==> config.mk <==
export PLATFORM = sky130hd
export DESIGN_NAME = deviation_alarm_monitor
export DESIGN_NICKNAME = d
export VERILOG_FILES = /design/src/rtl/core/dam_pkg.sv /design/src/rtl/core/dam_regs.sv /design/src/rtl/core/dam_eval.sv /design/src/rtl/core/deviation_alarm_monitor.sv
export VERILOG_INCLUDE_DIRS = /design/src /design/src/rtl/core
export SDC_FILE = /design/constraint.sdc
export NUM_CORES = 1
export LEC_CHECK = 0
export ABC_CLOCK_PERIOD_IN_PS = 4200
export CORE_UTILIZATION = 37
export DETAILED_ROUTE_END_ITERATION = 8
export DONT_BUFFER_PORTS = 1
export SYNTH_ARGS = -nofsm -noshare
export SYNTH_HDL_FRONTEND = slang
export SYNTH_HIERARCHICAL = 1
export SYNTH_SLANG_ARGS = --single-unit
export TNS_END_PERCENT = 1
==> constraint.sdc <==
create_clock -name clk_i -period 4.2 [get_ports clk_i]
set_clock_uncertainty 0.05 [all_clocks]
set_input_delay 0.21 -clock clk_i [delete_from_list [all_inputs] [get_ports clk_i]]
set_output_delay 0.21 -clock clk_i [all_outputs]
set_load 0.05 [all_outputs]
==> src/rtl/core/assert_macros.svh <==
// ----------------------------------------------------------------------------
// Assertion macros
// Concurrent assertion wrappers, compiled out when SYNTH is defined.
// ----------------------------------------------------------------------------
`ifndef ASSERT_MACROS_SVH
`define ASSERT_MACROS_SVH

`ifndef SYNTH

`define ASSERT_CHECK(name, clk, rstn, prop) \
  name: assert property (@(posedge clk) disable iff (!rstn) (prop)) \
    else $error("assertion check failed");

`define ASSERT_NEVER(name, clk, rstn, prop) \
  name: assert property (@(posedge clk) disable iff (!rstn) !(prop)) \
    else $error("assertion never failed");

`else

`define ASSERT_CHECK(name, clk, rstn, prop)

`define ASSERT_NEVER(name, clk, rstn, prop)

`endif

`endif

==> src/rtl/core/dam_pkg.sv <==
// ----------------------------------------------------------------------------
// dam_pkg
// Shared types and constants of the deviation alarm monitor.
// ----------------------------------------------------------------------------
package dam_pkg;

  localparam int AddrWidth = 5;
  localparam int DataWidth = 32;
  localparam int RegIdxWidth = 3;

  localparam logic [7:0] SwitchLimit = 8'd5;

  // register word index
  typedef enum logic [RegIdxWidth-1:0] {
    RegTempLowBand  = 3'd0,
    RegTempHighBand = 3'd1,
    RegCo2LowBand   = 3'd2,
    RegCo2HighBand  = 3'd3,
    RegDoorMode     = 3'd4,
    RegDoorDelay    = 3'd5
  } reg_idx_e;

  typedef enum logic [1:0] {
    DoorOff    = 2'd0,
    DoorOnHigh = 2'd1,
    DoorOnLow  = 2'd2,
    DoorRsvd   = 2'd3
  } door_mode_e;

  // alarm flag bits
  localparam int AlmSwitch  = 0;
  localparam int AlmTempLow = 1;
  localparam int AlmTempHi  = 2;
  localparam int AlmCo2Low  = 3;
  localparam int AlmCo2Hi   = 4;
  localparam int AlmDoor    = 5;

  // notify bits
  localparam int NtfTempLow = 0;
  localparam int NtfTempHi  = 1;
  localparam int NtfCo2Low  = 2;
  localparam int NtfCo2Hi   = 3;
  localparam int NtfDoor    = 4;

  typedef struct packed {
    logic signed [15:0] temp_low_band;
    logic signed [15:0] temp_high_band;
    logic signed [15:0] co2_low_band;
    logic signed [15:0] co2_high_band;
    door_mode_e         door_mode;
    logic [7:0]         door_delay;
  } cfg_t;

  typedef struct packed {
    logic               run_request;
    logic [7:0]         switch_level;
    logic signed [15:0] temp_measured;
    logic signed [15:0] temp_target;
    logic               temp_stable;
    logic signed [15:0] co2_measured;
    logic signed [15:0] co2_target;
    logic               co2_stable;
    logic               door_state;
    logic               second_tick;
  } item_t;

  typedef struct packed {
    logic [5:0] held_alarms;
    logic [4:0] notify_latches;
    logic [7:0] door_count;
  } state_t;

  typedef struct packed {
    logic [5:0] alarm_flags;
    logic [4:0] notify_events;
    logic       run_forced_off;
    logic       clear_temp_stable;
    logic       clear_co2_stable;
  } result_t;

endpackage

==> src/rtl/core/dam_regs.sv <==
// ----------------------------------------------------------------------------
// dam_regs
// APB register file holding the band, door mode and door delay settings.
// ----------------------------------------------------------------------------
module dam_regs (
  input  logic                          clk_i,
  input  logic                          rst_ni,
  input  logic                          psel,
  input  logic                          penable,
  input  logic                          pwrite,
  input  logic [dam_pkg::AddrWidth-1:0] paddr,
  input  logic [dam_pkg::DataWidth-1:0] pwdata,
  output logic [dam_pkg::DataWidth-1:0] prdata,
  output logic                          pready,
  output dam_pkg::cfg_t                 cfg_o
);
  import dam_pkg::*;

  cfg_t     cfg_q, cfg_d;
  reg_idx_e idx;
  logic     wr_en;

  assign pready = 1'b1;
  assign idx    = reg_idx_e'(paddr[RegIdxWidth+1:2]);
  assign wr_en  = psel & penable & pwrite;

  always_comb begin
    cfg_d = cfg_q;
    if (wr_en) begin
      unique case (idx)
        RegTempLowBand:  cfg_d.temp_low_band  = pwdata[15:0];
        RegTempHighBand: cfg_d.temp_high_band = pwdata[15:0];
        RegCo2LowBand:   cfg_d.co2_low_band   = pwdata[15:0];
        RegCo2HighBand:  cfg_d.co2_high_band  = pwdata[15:0];
        RegDoorMode:     cfg_d.door_mode      = door_mode_e'(pwdata[1:0]);
        RegDoorDelay:    cfg_d.door_delay     = pwdata[7:0];
        default: ;
      endcase
    end
  end

  always_ff @(posedge clk_i or negedge rst_ni) begin
    if (!rst_ni) begin
      cfg_q <= '{
        temp_low_band:  16'sd0,
        temp_high_band: 16'sd0,
        co2_low_band:   16'sd0,
        co2_high_band:  16'sd0,
        door_mode:      DoorOff,
        door_delay:     8'd0
      };
    end else begin
      cfg_q <= cfg_d;
    end
  end

  always_comb begin
    unique case (idx)
      RegTempLowBand:  prdata = {{16{cfg_q.temp_low_band[15]}}, cfg_q.temp_low_band};
      RegTempHighBand: prdata = {{16{cfg_q.temp_high_band[15]}}, cfg_q.temp_high_band};
      RegCo2LowBand:   prdata = {{16{cfg_q.co2_low_band[15]}}, cfg_q.co2_low_band};
      RegCo2HighBand:  prdata = {{16{cfg_q.co2_high_band[15]}}, cfg_q.co2_high_band};
      RegDoorMode:     prdata = {30'd0, cfg_q.door_mode};
      RegDoorDelay:    prdata = {24'd0, cfg_q.door_delay};
      default:         prdata = '0;
    endcase
  end

  assign cfg_o = cfg_q;

endmodule

==> src/rtl/core/dam_eval.sv <==
// ----------------------------------------------------------------------------
// dam_eval
// Single-pass alarm evaluation of one tick word against the held state.
// ----------------------------------------------------------------------------
module dam_eval (
  input  dam_pkg::cfg_t    cfg_i,
  input  dam_pkg::item_t   item_i,
  input  dam_pkg::state_t  state_i,
  output dam_pkg::state_t  state_o,
  output dam_pkg::result_t result_o
);
  import dam_pkg::*;

  typedef struct packed {
    logic alm_lo;
    logic alm_hi;
    logic ntf_lo;
    logic ntf_hi;
    logic ev_lo;
    logic ev_hi;
  } band_t;

  function automatic band_t check_band(
    input logic signed [15:0] meas,
    input logic signed [15:0] tgt,
    input logic               stable,
    input logic signed [15:0] lo_band,
    input logic signed [15:0] hi_band,
    input logic               alm_lo,
    input logic               alm_hi,
    input logic               ntf_lo,
    input logic               ntf_hi
  );
    band_t              r;
    logic signed [17:0] m, t, lw, hw, lim_lo, lim_hi;
    m      = {{2{meas[15]}}, meas};
    t      = {{2{tgt[15]}}, tgt};
    lw     = {{2{lo_band[15]}}, lo_band};
    hw     = {{2{hi_band[15]}}, hi_band};
    lim_lo = t - lw;
    lim_hi = t + hw;
    r      = '{alm_lo: alm_lo, alm_hi: alm_hi, ntf_lo: ntf_lo, ntf_hi: ntf_hi,
               ev_lo: 1'b0, ev_hi: 1'b0};
    if (m < t) begin
      if (stable && (lw > 18'sd0) && (m < lim_lo)) begin
        r.alm_lo = 1'b1;
        r.ntf_lo = 1'b1;
        r.ev_lo  = ~ntf_lo;
      end else begin
        r.alm_lo = 1'b0;
        r.ntf_lo = 1'b0;
      end
    end else if (m > t) begin
      if (stable && (hw > 18'sd0) && (m > lim_hi)) begin
        r.alm_hi = 1'b1;
        r.ntf_hi = 1'b1;
        r.ev_hi  = ~ntf_hi;
      end else begin
        r.alm_hi = 1'b0;
        r.ntf_hi = 1'b0;
      end
    end else begin
      // on target: both sides clear, latches kept
      r.alm_lo = 1'b0;
      r.alm_hi = 1'b0;
    end
    return r;
  endfunction

  logic       forced, run, door_cond;
  logic [7:0] cnt_inc;
  band_t      temp_r, co2_r;
  logic [5:0] held;
  logic [4:0] ntf, ev;
  logic [7:0] cnt;

  assign forced = item_i.switch_level > SwitchLimit;
  assign run    = item_i.run_request & ~forced;

  assign temp_r = check_band(item_i.temp_measured, item_i.temp_target, item_i.temp_stable,
                             cfg_i.temp_low_band, cfg_i.temp_high_band,
                             state_i.held_alarms[AlmTempLow], state_i.held_alarms[AlmTempHi],
                             state_i.notify_latches[NtfTempLow],
                             state_i.notify_latches[NtfTempHi]);

  assign co2_r = check_band(item_i.co2_measured, item_i.co2_target, item_i.co2_stable,
                            cfg_i.co2_low_band, cfg_i.co2_high_band,
                            state_i.held_alarms[AlmCo2Low], state_i.held_alarms[AlmCo2Hi],
                            state_i.notify_latches[NtfCo2Low],
                            state_i.notify_latches[NtfCo2Hi]);

  assign door_cond = ((cfg_i.door_mode == DoorOnLow) && !item_i.door_state) ||
                     ((cfg_i.door_mode == DoorOnHigh) && item_i.door_state);

  assign cnt_inc = (item_i.second_tick && (state_i.door_count < cfg_i.door_delay)) ?
                   state_i.door_count + 8'd1 : state_i.door_count;

  always_comb begin
    held = state_i.held_alarms;
    ntf  = state_i.notify_latches;
    cnt  = state_i.door_count;
    ev   = '0;

    held[AlmSwitch] = forced;

    if (run) begin
      held[AlmTempLow] = temp_r.alm_lo;
      held[AlmTempHi]  = temp_r.alm_hi;
      ntf[NtfTempLow]  = temp_r.ntf_lo;
      ntf[NtfTempHi]   = temp_r.ntf_hi;
      ev[NtfTempLow]   = temp_r.ev_lo;
      ev[NtfTempHi]    = temp_r.ev_hi;

      held[AlmCo2Low]  = co2_r.alm_lo;
      held[AlmCo2Hi]   = co2_r.alm_hi;
      ntf[NtfCo2Low]   = co2_r.ntf_lo;
      ntf[NtfCo2Hi]    = co2_r.ntf_hi;
      ev[NtfCo2Low]    = co2_r.ev_lo;
      ev[NtfCo2Hi]     = co2_r.ev_hi;

      if (door_cond) begin
        cnt = cnt_inc;
        if (cnt_inc >= cfg_i.door_delay) begin
          held[AlmDoor] = 1'b1;
          ntf[NtfDoor]  = 1'b1;
          ev[NtfDoor]   = ~state_i.notify_latches[NtfDoor];
        end
      end else begin
        held[AlmDoor] = 1'b0;
        ntf[NtfDoor]  = 1'b0;
        cnt           = '0;
      end
    end else begin
      held[AlmDoor:AlmTempLow] = '0;
    end
  end

  assign state_o.held_alarms    = held;
  assign state_o.notify_latches = ntf;
  assign state_o.door_count     = cnt;

  assign result_o.alarm_flags       = held;
  assign result_o.notify_events     = ev;
  assign result_o.run_forced_off    = forced;
  assign result_o.clear_temp_stable = ~run;
  assign result_o.clear_co2_stable  = ~run;

endmodule

==> src/rtl/core/deviation_alarm_monitor.sv <==
// An accepted word is held in the input register, its result word in the result register.
// One word per cycle unless the output stalls; the input register refills as results drain.
// The result register is the only stall point; input stalls only when both stages are full.
// Reset (rst_ni low, asynchronous): pipeline empty, alarms, notify latches, door count
// and all configuration registers cleared.
// ----------------------------------------------------------------------------
// deviation_alarm_monitor
// Tick-rate alarm monitor: switch, temperature and CO2 deviation, door delay.
// ----------------------------------------------------------------------------
module deviation_alarm_monitor (
  input  logic                          clk_i,
  input  logic                          rst_ni,
  input  logic                          in_valid_i,
  output logic                          in_stall_o,
  input  logic                          run_request_i,
  input  logic [7:0]                    switch_level_i,
  input  logic signed [15:0]            temp_measured_i,
  input  logic signed [15:0]            temp_target_i,
  input  logic                          temp_stable_i,
  input  logic signed [15:0]            co2_measured_i,
  input  logic signed [15:0]            co2_target_i,
  input  logic                          co2_stable_i,
  input  logic                          door_state_i,
  input  logic                          second_tick_i,
  output logic                          out_valid_o,
  input  logic                          out_stall_i,
  output logic [5:0]                    alarm_flags_o,
  output logic [4:0]                    notify_events_o,
  output logic                          run_forced_off_o,
  output logic                          clear_temp_stable_o,
  output logic                          clear_co2_stable_o,
  input  logic                          psel,
  input  logic                          penable,
  input  logic                          pwrite,
  input  logic [dam_pkg::AddrWidth-1:0] paddr,
  input  logic [dam_pkg::DataWidth-1:0] pwdata,
  output logic [dam_pkg::DataWidth-1:0] prdata,
  output logic                          pready
);
  import dam_pkg::*;

  `include "assert_macros.svh"

  cfg_t    cfg;
  item_t   item_q;
  logic    in_valid_q, in_valid_d;
  logic    out_valid_q;
  logic    advance, accept;
  state_t  state_q, state_next;
  result_t result_q, result_next;

  dam_regs u_regs (
    .clk_i   (clk_i),
    .rst_ni  (rst_ni),
    .psel    (psel),
    .penable (penable),
    .pwrite  (pwrite),
    .paddr   (paddr),
    .pwdata  (pwdata),
    .prdata  (prdata),
    .pready  (pready),
    .cfg_o   (cfg)
  );

  assign advance    = ~out_valid_q | ~out_stall_i;
  assign in_stall_o = in_valid_q & ~advance;
  assign accept     = in_valid_i & ~in_stall_o;

  always_comb begin
    in_valid_d = in_valid_q;
    if (accept) begin
      in_valid_d = 1'b1;
    end else if (advance) begin
      in_valid_d = 1'b0;
    end
  end

  always_ff @(posedge clk_i) begin
    if (accept) begin
      item_q <= '{
        run_request:   run_request_i,
        switch_level:  switch_level_i,
        temp_measured: temp_measured_i,
        temp_target:   temp_target_i,
        temp_stable:   temp_stable_i,
        co2_measured:  co2_measured_i,
        co2_target:    co2_target_i,
        co2_stable:    co2_stable_i,
        door_state:    door_state_i,
        second_tick:   second_tick_i
      };
    end
  end

  dam_eval u_eval (
    .cfg_i    (cfg),
    .item_i   (item_q),
    .state_i  (state_q),
    .state_o  (state_next),
    .result_o (result_next)
  );

  always_ff @(posedge clk_i or negedge rst_ni) begin
    if (!rst_ni) begin
      in_valid_q  <= 1'b0;
      out_valid_q <= 1'b0;
      state_q     <= '0;
    end else begin
      in_valid_q <= in_valid_d;
      if (advance) begin
        out_valid_q <= in_valid_q;
        if (in_valid_q) begin
          state_q <= state_next;
        end
      end
    end
  end

  always_ff @(posedge clk_i) begin
    if (advance && in_valid_q) begin
      result_q <= result_next;
    end
  end

  assign out_valid_o         = out_valid_q;
  assign alarm_flags_o       = result_q.alarm_flags;
  assign notify_events_o     = result_q.notify_events;
  assign run_forced_off_o    = result_q.run_forced_off;
  assign clear_temp_stable_o = result_q.clear_temp_stable;
  assign clear_co2_stable_o  = result_q.clear_co2_stable;

  `ASSERT_CHECK(a_switch_flag, clk_i, rst_ni, out_valid_o |-> (alarm_flags_o[AlmSwitch] == run_forced_off_o))
  `ASSERT_CHECK(a_forced_stops, clk_i, rst_ni, (out_valid_o && run_forced_off_o) |-> (clear_temp_stable_o && clear_co2_stable_o))
  `ASSERT_CHECK(a_idle_no_alarm, clk_i, rst_ni, (out_valid_o && clear_temp_stable_o) |-> ((alarm_flags_o[AlmDoor:AlmTempLow] == 5'd0) && (notify_events_o == 5'd0)))
  `ASSERT_NEVER(a_event_wo_alarm, clk_i, rst_ni, out_valid_o && ((notify_events_o & ~alarm_flags_o[AlmDoor:AlmTempLow]) != 5'd0))
  `ASSERT_CHECK(a_state_hold, clk_i, rst_ni, !(advance && in_valid_q) |=> (state_q == $past(state_q)))

endmodule
After elaboration in Yosys (flattened, before gate mapping) --
Cells that the tools add are included.
Word-level totals: logic and storage cells 140, flip-flop bits (word level) 185, bits of input ports 121, output and inout bits 49
Cells by class: reductions and logical operators 34, bitwise operators 23, order comparisons 15, equal/unequal tests 8, multiplexer cells 22, add/subtract/negate cells 5
Operator list (count):
- case mux 32 bit (6 select lines) | 1
- greater-than comparator 16 x 1 -> 1 bit, second input constant | 4
- adder 16 x 16 -> 17 bit | 2
- greater-than comparator 16 x 17 -> 1 bit | 2
- less-than comparator 16 x 17 -> 1 bit | 2
- subtractor 16 x 16 -> 17 bit | 2
- greater-than comparator 16 bit | 2
- less-than comparator 16 bit | 2
- two-way mux 1 bit | 18
- NOT 1 bit | 17
- two-way mux 8 bit | 2
- AND reduction 2 bit | 7
- logical AND 1 bit | 12
- AND reduction 3 bit | 4
- AND reduction 4 bit | 3
- AND reduction 5 bit | 2
- adder 8 x 1 -> 8 bit, second input constant | 1
- greater-or-equal comparator 8 bit | 1
- greater-than comparator 8 x 3 -> 1 bit, second input constant | 1
- less-than comparator 8 bit | 1
- OR reduction 4 bit | 2
- == test 3 x 2 -> 1 bit, second input constant | 2
- == test 3 bit, second input constant | 2
- bitwise AND 1 bit | 5
- other kinds (10) | 10

Depth between registers and ports, before layout --
depth after elaboration 7, depth in mapped cells 19, depth with buffers taken out 18

By module --
The synthesis kept the hierarchy.
Modules (own cells, without submodules):
- dam_eval | sequential area each 0.0 µm², instances 1, cells an instance 899, area an instance 6512.5 µm²
- dam_regs | sequential area each 1851.8 µm², instances 1, cells an instance 253, area an instance 3585.9 µm²
- deviation_alarm_monitor | sequential area each 3258.1 µm², instances 1, cells an instance 139, area an instance 3535.9 µm²

Worst setup path before layout --
No wires, ideal clock.
path kind flip-flop to flip-flop, start register u_regs.cfg_q (netlist bit u_regs/cfg_o[42]), end register state_q[15] (netlist bit), period minus slack after synthesis 4203 ps, arrival time 4028 ps, setup slack -3 ps, stages on the path, launching flop included 19, library setup time 125 ps, required time 4025 ps, buffers on the path 1, cell sequence dfrtp_1 ha_1 inv_1 fa_1 and2b_1 o2111ai_1 a21oi_2 o221ai_1 mux2_2 a2111oi_2 ha_1 a21oi_1 o21ai_0 a2111oi_0 a21oi_1 o211ai_1 o31ai_1 buf_4 mux2_2
RTL lines:
- start: declaration | RTL line dam_regs.sv:19 | cfg_t cfg_q, cfg_d;
- start signal: assignment | RTL line dam_regs.sv:44 | cfg_q <= '{
- start signal: assignment | RTL line dam_regs.sv:53 | cfg_q <= cfg_d;
- end signal: assignment | RTL line deviation_alarm_monitor.sv:113 | state_q <= state_next;
- end: declaration | RTL line deviation_alarm_monitor.sv:49 | state_t state_q, state_next;

==> reports/qor.yml <==
synth:
  synth_nets: 1590
  yosys_warnings: 6
  netlist_area_mm2: 0.01356
  postSynthCellCount: 1287
  syn_avg_cell_area_um2: 10.54
timing:
  setup_violations: 0
  fin_crit_ns: 4.112
  fmax_ghz: 0.2432
  grt_setup_unrepaired: "true"
  finalHoldViolCount: 0
  tns_ns: 0
  worst_slew_pin_slew_ns: 1.150
  slew-limit-headroom_pct: 23.40
  finalCritPeriodShare_pct: 97.90
  setup_ws_ns: 0.08817
  drv_slew: 0
floorplan:
  die_area_mm2: 0.03742
  initial_core_util_pct: 37.85
  design.portCount: 170
  placementRows: 69
  die_x_um: 193.4
  coreArea_mm2: 0.03583
  dieHeight_um: 193.4
setup_path:
  cp_cell_sequence: "buf_4, ha_1, inv_1, fa_1, nor2b_1, o21ai_0, a21oi_2, o211ai_1, and4b_1, nor3_2, ha_1, nand4_1, nor3_1, o31a_1, o41ai_1, buf_4, o22ai_1, mux2_2"
  rr_worst_depth: 18
  cp_num_cells: 18
  slowest_stage: "fa_1"
  crit_family: "compound AO/OA/AOI/OAI gates"
  worstPathArrival_ns: 4.40
  end_kind: "flip-flop"
  worstSetupPathType: "flip-flop to flip-flop"
  r2r_start: "item_q[3]"
  critPathBufInv: 3
  worst-r2r-setup-slack_ns: 0.09
  critPathLaunch: "item_q[3]"
  critPathRequiredTime_ns: 4.48
  critPathMaxFanout: 4
  start_kind: "flip-flop"
  crit_end: "state_q[17]"
  timing.rr.end: "state_q[17]"
  max_stage_delay_ns: 0.41
hold_path:
  hold_path.class: "primary input to flip-flop"
  holdCritStartpoint: "paddr[2]"
placement:
  post-place-ws_ns: -0.3362
  gp_congestion: 0.8754
  hpwlAfterDp_mm: 28.36
  portBuffers: 0
cts:
  clockBufferDepth: 2
  clk_latency_ns: 0.45
  clkSlewWorstSetupHoldPaths_ns: 0.08
  cts_made_buffers: 17
  htreeDepth: 4
  tritoncts: "built"
  cts_sinks: 184
  clockRootBuffer: "clkbuf_16"
global_routing:
  grt_pass1_vias: 10570
  grt-ovfl-total: 0
  grt_usage_pct: 20.11
  grt_pass1_wl_mm: 58.46
  gr-usage-met3_pct: 2.877
  grt_max_degree: 95
  busiest_layer: "met2"
  antenna_found_initial: 1
  met2_usage_pct: 34.41
  grtUsageMet1_pct: 26.31
final_layout:
  drive_above_1_share_pct: 20.15
  fill_cells: 3343
  layout.nets: 1749
  synthToLayoutAreaGrowth_pct: 20.49
run_status:
  violations: "design-rule violations"
  status: "finished with violations"
detailed_routing:
  wl_mm: 37.07
  drc: 12
  ant_nets: 0
  vias: 10390
  dr.pass1.iters: 7
  wl_per_cell_um: 19.29
  drtIter0Drc: 488
  via_per_inst: 5.406
power:
  ir_worst_vdd_mv: 0.2827
  p_per_area_mw_per_mm2: 431.0
  leakage_uw: 0.007220
run:
  max-cap-violations: 0
[worst min path at each step]
stage / cells after the start / end / slack [ns]
finish: 2 / u_regs/cfg_o[31] / 0.11
global route: 2 / u_regs/cfg_o[38] / 0.09
global placement: 0 / state_q[14] / -0.13
CTS: 2 / u_regs/cfg_o[38] / 0.09
floorplan: 0 / in_valid_q / -0.14
detailed placement: 0 / state_q[8] / -0.13
[what timing repair did]
action / CTS / global route
resized for setup: 24 / 26
endpoints found under the hold margin: 253 / 0
setup buffers: 1 / 6
hold buffers: 98 / 0
pin swaps: 9 / 22
setup endpoints to repair: 14 / 16
[sequential cells by signal (all words and copies together), names as in the netlist]
register and cells:
alarm_flags_o 6, clear_co2_stable_o 1, clear_temp_stable_o 1, in_valid_q 1
item_q 76, notify_events_o 5, out_valid_o 1, run_forced_off_o 1
state_q 18, u_regs/cfg_o 74
[area by class of cell]
cell class,instances,area [µm²],area share (%)
multi-input combinational,941,7983,48.86
sequential,184,5055,30.94
timing repair buffer,188,1707,10.44
tap,461,576.8,3.530
clock buffer,18,429.2,2.627
inverter,114,427.9,2.619
clock inverter,14,156.4,0.9572
antenna,2,5.005,0.03063
[layout by cell type (no fill, tap or decap), types with 11 or more instances in the layout]
| cell type | n |
|---|---|
| dfrtp_1 | 94 |
| and3_1 | 14 |
| xor2_1 | 26 |
| nand2b_1 | 22 |
| nor3_1 | 22 |
| nor4_1 | 15 |
| buf_4 | 88 |
| nand2_1 | 43 |
| ha_1 | 176 |
| nand3_1 | 36 |
| a21o_1 | 34 |
| o21ai_0 | 41 |
| nor2_1 | 52 |
| xnor2_1 | 29 |
| o21a_1 | 11 |
| nand4_1 | 19 |
| mux2_2 | 99 |
| a21oi_1 | 76 |
| dlygate4sd3_1 | 97 |
| clkbuf_16 | 17 |
| nor2b_1 | 21 |
| inv_1 | 112 |
| edfxtp_1 | 90 |
[stage by stage]
| stage | hold slack [ns] | cells | area [µm²] | util, % | power [µW] |
|---|---|---|---|---|---|
| floorplan | -0.1356 | 1287 | 13560 | - | 4399 |
| global placement | -0.1325 | 1783 | 14480 | 40.42 | 5104 |
| detailed placement | -0.1271 | 1783 | 14480 | 40.42 | 5167 |
| CTS | 0.08547 | 1914 | 16180 | 45.15 | 6998 |
| global route | 0.09423 | 1921 | 16340 | 45.60 | 7516 |
| finish | 0.1070 | 1922 | 16340 | 45.61 | 7042 |
[report_power, final]
| group | internal [µW] | total (µW) | switching, µW |
|---|---|---|---|
| clock | 849 | 1640 | 794 |
| sequential | 2110 | 2360 | 250 |
| combinational | 1380 | 3040 | 1650 |
[metal layers]
metal | vias up | wire length (µm)
li1 | 5100 | -
met1 | 5064 | 17050
met2 | 189 | 18190
met3 | 38 | 1085
met4 | 0 | 741
met5 | - | 0
(Power assumes the default switching activity.)
